### src/sv/assert_macros.svh
// ----------------------------------------------------------------------------
// Assertion macros
// Shared concurrent assertion helpers; empty when SYNTHESIS is defined.
// ----------------------------------------------------------------------------
`ifndef ASSERT_MACROS_SVH
`define ASSERT_MACROS_SVH

`ifndef SYNTHESIS

`define ASSERT_ALWAYS(lbl, clk, rst_n, cond, msg) \
  lbl: assert property (@(posedge clk) disable iff (!rst_n) (cond)) else $error(msg);

`define ASSERT_IMPLIES(lbl, clk, rst_n, ante, cons, msg) \
  lbl: assert property (@(posedge clk) disable iff (!rst_n) (ante) |-> (cons)) \
    else $error(msg);

`else

`define ASSERT_ALWAYS(lbl, clk, rst_n, cond, msg)

`define ASSERT_IMPLIES(lbl, clk, rst_n, ante, cons, msg)

`endif

`endif

### src/sv/qrm_pkg.sv
// ----------------------------------------------------------------------------
// qrm_pkg
// Types and constants of the quaternion to rotation matrix pipeline.
// ----------------------------------------------------------------------------
package qrm_pkg;

  localparam int unsigned FRAC_BITS_DEF = 14;
  localparam int unsigned DATA_W        = 16;
  localparam int unsigned NUM_ELEM      = 9;
  localparam int unsigned REG_ADDR_W    = 3;

  localparam int OUT_MAX = 32767;
  localparam int OUT_MIN = -32768;

  // register index, taken from paddr[2]
  localparam logic [0:0] REG_SCALAR_SUPPLIED = 1'b0;

  // per-request sideband that rides along the pipeline
  typedef struct packed {
    logic                     sel;
    logic signed [DATA_W-1:0] x;
    logic signed [DATA_W-1:0] y;
    logic signed [DATA_W-1:0] z;
    logic signed [DATA_W-1:0] w;
  } qrm_side_t;

endpackage

### src/sv/qrm_isqrt.sv
// ----------------------------------------------------------------------------
// qrm_isqrt
// Pipelined integer square root, one result bit per stage, rounded to nearest.
// ----------------------------------------------------------------------------
module qrm_isqrt import qrm_pkg::*; #(
  parameter int unsigned FRAC_BITS = FRAC_BITS_DEF
) (
  input  logic                     clk_i,
  input  logic                     rst_ni,
  input  logic                     valid_i,
  input  qrm_side_t                side_i,
  input  logic [2*FRAC_BITS+1:0]   rad_i,
  output logic                     valid_o,
  output qrm_side_t                side_o,
  output logic [FRAC_BITS:0]       root_o
);

  localparam int unsigned N  = FRAC_BITS + 1;
  localparam int unsigned RB = 2 * N;

  logic            vld_q  [N];
  qrm_side_t       side_q [N];
  logic [RB-1:0]   rad_q  [N];
  logic [N+1:0]    rem_q  [N];
  logic [N-1:0]    root_q [N];

  for (genvar k = 0; k < N; k++) begin : g_stage
    logic            vin;
    qrm_side_t       sin;
    logic [RB-1:0]   rin;
    logic [N+1:0]    remin;
    logic [N-1:0]    rootin;
    logic [N+1:0]    rem_sh;
    logic [N+1:0]    trial;
    logic            ge;

    if (k == 0) begin : g_first
      assign vin    = valid_i;
      assign sin    = side_i;
      assign rin    = rad_i;
      assign remin  = '0;
      assign rootin = '0;
    end else begin : g_next
      assign vin    = vld_q[k-1];
      assign sin    = side_q[k-1];
      assign rin    = rad_q[k-1];
      assign remin  = rem_q[k-1];
      assign rootin = root_q[k-1];
    end

    // bring down the next two radicand bits, try root*4+1
    assign rem_sh = {remin[N-1:0], rin[RB-1 -: 2]};
    assign trial  = {rootin, 2'b01};
    assign ge     = (rem_sh >= trial);

    always_ff @(posedge clk_i or negedge rst_ni) begin
      if (!rst_ni) begin
        vld_q[k] <= 1'b0;
      end else begin
        vld_q[k] <= vin;
      end
    end

    always_ff @(posedge clk_i) begin
      side_q[k] <= sin;
      rad_q[k]  <= rin << 2;
      rem_q[k]  <= ge ? (rem_sh - trial) : rem_sh;
      root_q[k] <= {rootin[N-2:0], ge};
    end
  end

  // remainder is r - root^2; round up when it exceeds root
  logic            out_vld_q;
  qrm_side_t       out_side_q;
  logic [N-1:0]    out_root_q;
  logic [N-1:0]    out_root_d;

  assign out_root_d = (rem_q[N-1] > {2'b00, root_q[N-1]}) ? (root_q[N-1] + 1'b1)
                                                        : root_q[N-1];

  always_ff @(posedge clk_i or negedge rst_ni) begin
    if (!rst_ni) begin
      out_vld_q <= 1'b0;
    end else begin
      out_vld_q <= vld_q[N-1];
    end
  end

  always_ff @(posedge clk_i) begin
    out_side_q <= side_q[N-1];
    out_root_q <= out_root_d;
  end

  assign valid_o = out_vld_q;
  assign side_o  = out_side_q;
  assign root_o  = out_root_q;

endmodule

### config.mk
export PLATFORM = sky130hd
export DESIGN_NAME = qrm_isqrt
export DESIGN_NICKNAME = d
export VERILOG_FILES = /design/src/sv/assert_macros.svh /design/src/sv/qrm_pkg.sv /design/src/sv/qrm_isqrt.sv
export SDC_FILE = /design/constraint.sdc
export NUM_CORES = 1
export LEC_CHECK = 0
export BUFFER_PORTS_ARGS = -buffer_cell sky130_fd_sc_hd__clkbuf_2
export CAP_MARGIN = 15
export CORE_MARGIN = 10
export CORE_UTILIZATION = 59
export CTS_CLUSTER_SIZE = 14
export DETAILED_ROUTE_END_ITERATION = 8
export PLACE_DENSITY = 0.85
export SLEW_MARGIN = 20
export SYNTH_ARGS = -nofsm -noshare
export SYNTH_HDL_FRONTEND = slang
export SYNTH_SLANG_ARGS = --single-unit
### constraint.sdc
create_clock -name clk_i -period 2.7 [get_ports clk_i]
set_input_delay 0.27 -clock clk_i [delete_from_list [all_inputs] [get_ports clk_i]]
set_output_delay 0.27 -clock clk_i [all_outputs]
set_load 0.02 [all_outputs]
==> metrics <==
status=complete, no violations; Main synth FF type=dfxtp_1; DRC violations left=0; TritonCTS clock tree=done; post-synthesis sequential area ratio=0.771; drt first pass iters=6; Post-Syn Area=42000 um2; 1st-iter DRT viols=approximately 1.4k; Rows=97; sw power=about 14 mW; Tot Pwr=between 50 and 60 mW; IO Port Bufs=178; Bufs on Longest Clock Path=3; worst-margin pin slew=between 800 and 900 ps; largest net degree at the start of global routing=26; Vias/cell=5.02; cell accounting for the most synthesized area=dfxtp_1; Pleak=22.5 nW; layout cells sized above 1=0.133; initial antenna violation count=3; Final ANT Viol Nets=0; dpl ws=121 ps; Power Density=1100 nW/um2; Die Width=287 um; first-pass GRT wire length=approximately 120 mm; Critical Path Fanout Max=6; average wire per standard cell=17.5 um; Clock Sinks=1613; Synth async-reset ratio=0.00992; die area=between 80000 and 90000 um2; Max Slew Vio Count=0; CP arrival=3270 ps; global-route usage over all layers=0.187; Starting Density=0.597; # nets final=3752; core area=between 70000 and 80000 um2; die height=287 um; post-DP HPWL=43.4 mm; Tcrit/Tclk final=0.985; final setup vio count=0; Cells after Synth=3075; P&R area growth vs syn=19.1%; Post-synth EDFFs=0; clock-pin slew on the worst setup and hold paths=70 ps; Synth top cells by count=dfxtp_1, inv_1, ha_1, nor2_1, a21oi_1; IO Count=179; CTS H-tree lvls=4; finished layout cell area=between 40000 and 50000 um2; CP endpoint kind=flop; maxcap violations=0; clock network fraction of total power=0.367; Worst-Skew Late Latency=760 ps; vias in the first global route=roughly 24k; syn avg cell area=13.6 um2; most frequent cell after synthesis=dfxtp_1; vias post-DR=between 20k and 25k; Int Pwr=41.0 mW; Critical Path RT=around 3300 ps; CP Launch Type=flop; routed wire length=79.6 mm; Yosys cell types=72; Peak VDD IR=~0.00085 V; Placed Instance Area=44200 um2; syn_nets=between 3k and 4k; Sw Share=0.257; worst setup margin=between 40 and 50 ps; Synth Warn #=0; Synth top area share=0.762; Peak Freq=between 0.3 and 0.4 GHz; synth top area cells=dfxtp_1, ha_1, xnor2_1; Synth Register Bits=1613; Slew headroom=0.424; Num CTS Buffers=148; Setup CP Type=flop to flop; min Tclk post-route=between 2000 and 3000 ps; Reg power frac=0.501; Worst Skew=64.6 ps; combinational share of power=0.132; Hold Crit Class=input port to flop; grt ovf=0; routability cong.=0.876; Root Buffer=clkbuf_16; final hold viol count=0
path summary, 6_finish.rpt:
path | startpoint | to | slack (ps) | cells past startpoint
worst min register to register | rad_q[0][102] | rad_q[0][132] | 290 | 0
worst max-delay path | rad_q[0][138] | rem_q[5][14] | 40 | 8
max in group asynchronous | rst_ni | g_stage[8].vin | 1450 | 3
worst min-delay path | rad_i[19] | rad_q[0][19] | 170 | 2
min in group asynchronous | rst_ni | vld_q[0] | 710 | 3
worst max register to register | rad_q[0][138] | rem_q[5][14] | 40 | 8
registers in the layout, indices dropped and copies added, names as in the netlist:
signal and count:
g_stage.vin 14, rad_q 210, rem_q 212, root_o 15
root_q 120, side_o 65, side_q 975, valid_o 1
vld_q 1
power groups by stage:
| stage | Combinational, mW | Clock (mW) | Sequential, mW |
|---|---|---|---|
| 6_report | 7.26 | 20.2 | 27.6 |
| 5_1_grt | 8.12 | 21.5 | 27.9 |
| 4_1_cts | 7.16 | 20.6 | 27.6 |
| 3_5_place_dp | 6.89 | 0 | 28.1 |
| 3_3_place_gp | 6.70 | 0 | 27.9 |
| 2_1_floorplan | 5.27 | 0 | 27.8 |
through the flow:
| stage | hold slack, ps | TNS, ps | cells | utilization |
|---|---|---|---|---|
| after floorplan | -25.6 | 0 | 3075 | - |
| after global placement | 191 | 0 | 4193 | 0.629 |
| after detailed placement | 233 | 0 | 4193 | 0.629 |
| after CTS | 114 | 0 | 4539 | 0.711 |
| after global routing | 148 | -42.2 | 4542 | 0.712 |
| final | 165 | 0 | 4542 | 0.712 |
logic make-up after synthesis:
| group | Yosys count | synth area share |
|---|---|---|
| adder cells (fa/ha/maj) | 152 | 0.0453 |
| AND/OR/NAND/NOR | 505 | 0.0598 |
| XOR/XNOR | 150 | 0.0313 |
| other | 1 | 0.0000893 |
| flip-flops | 1613 | 0.771 |
| buffers and inverters | 205 | 0.0185 |
| AO/OA/AOI/OAI | 408 | 0.0629 |
| multiplexers | 41 | 0.0109 |
area by class of cell:
class                           count  area (um2)
Multi-Input combinational cell   1257        8880
Antenna cell                        3        7.51
Clock buffer                      207        4150
Fill cell                        4331       20300
Inverter                          177         667
Tap cell                          940        1180
Clock inverter                     40         637
Timing Repair Buffer              305        2120
Sequential cell                  1613       32400
layout by cell type, fill, tap and decap left out, types with 17 or more instances in the layout:
| master | instances |
|---|---|
| clkbuf_2 | 178 |
| xor2_1 | 59 |
| nor4_1 | 26 |
| nand3_1 | 33 |
| mux2_2 | 32 |
| inv_1 | 176 |
| nand2_1 | 96 |
| dfxtp_1 | 1596 |
| clkbuf_1 | 38 |
| dlygate4sd3_1 | 99 |
| nand4_1 | 21 |
| clkbuf_8 | 20 |
| a21oi_1 | 126 |
| or3_1 | 18 |
| a21o_1 | 31 |
| nor3_1 | 63 |
| o21a_1 | 41 |
| buf_4 | 26 |
| o21ai_0 | 76 |
| clkbuf_16 | 149 |
| xnor2_1 | 91 |
| a211oi_1 | 17 |
| ha_1 | 152 |
| nor2_1 | 150 |
| nand2b_1 | 22 |
| nor2b_1 | 20 |
per-layer routing:
| metal | track usage | routed length (um) |
|---|---|---|
| met4 | 0.0925 | 3730 |
| met5 | 0 | 0 |
| met2 | 0.357 | 43300 |
| met3 | 0.0457 | 4220 |
| met1 | 0.185 | 28300 |
critical path: stages, from the launching register on:
cell	delay, ps
dfxtp_1	530
inv_1	120
ha_1	300
nor2b_1	220
o21ai_0	170
a21boi_0	500
o31a_1	390
nor3_1	120
xor2_1	170
what timing repair did:
action | CTS | global route
hold buffers | 99 | 0
gates resized for setup | 1 | 10
endpoints found under the setup margin | 2 | 29
endpoints found under the hold margin | 113 | 0
setup buffers | 0 | 0
pin swaps | 0 | 1
No activity file was read; power rests on OpenSTA's default activity.
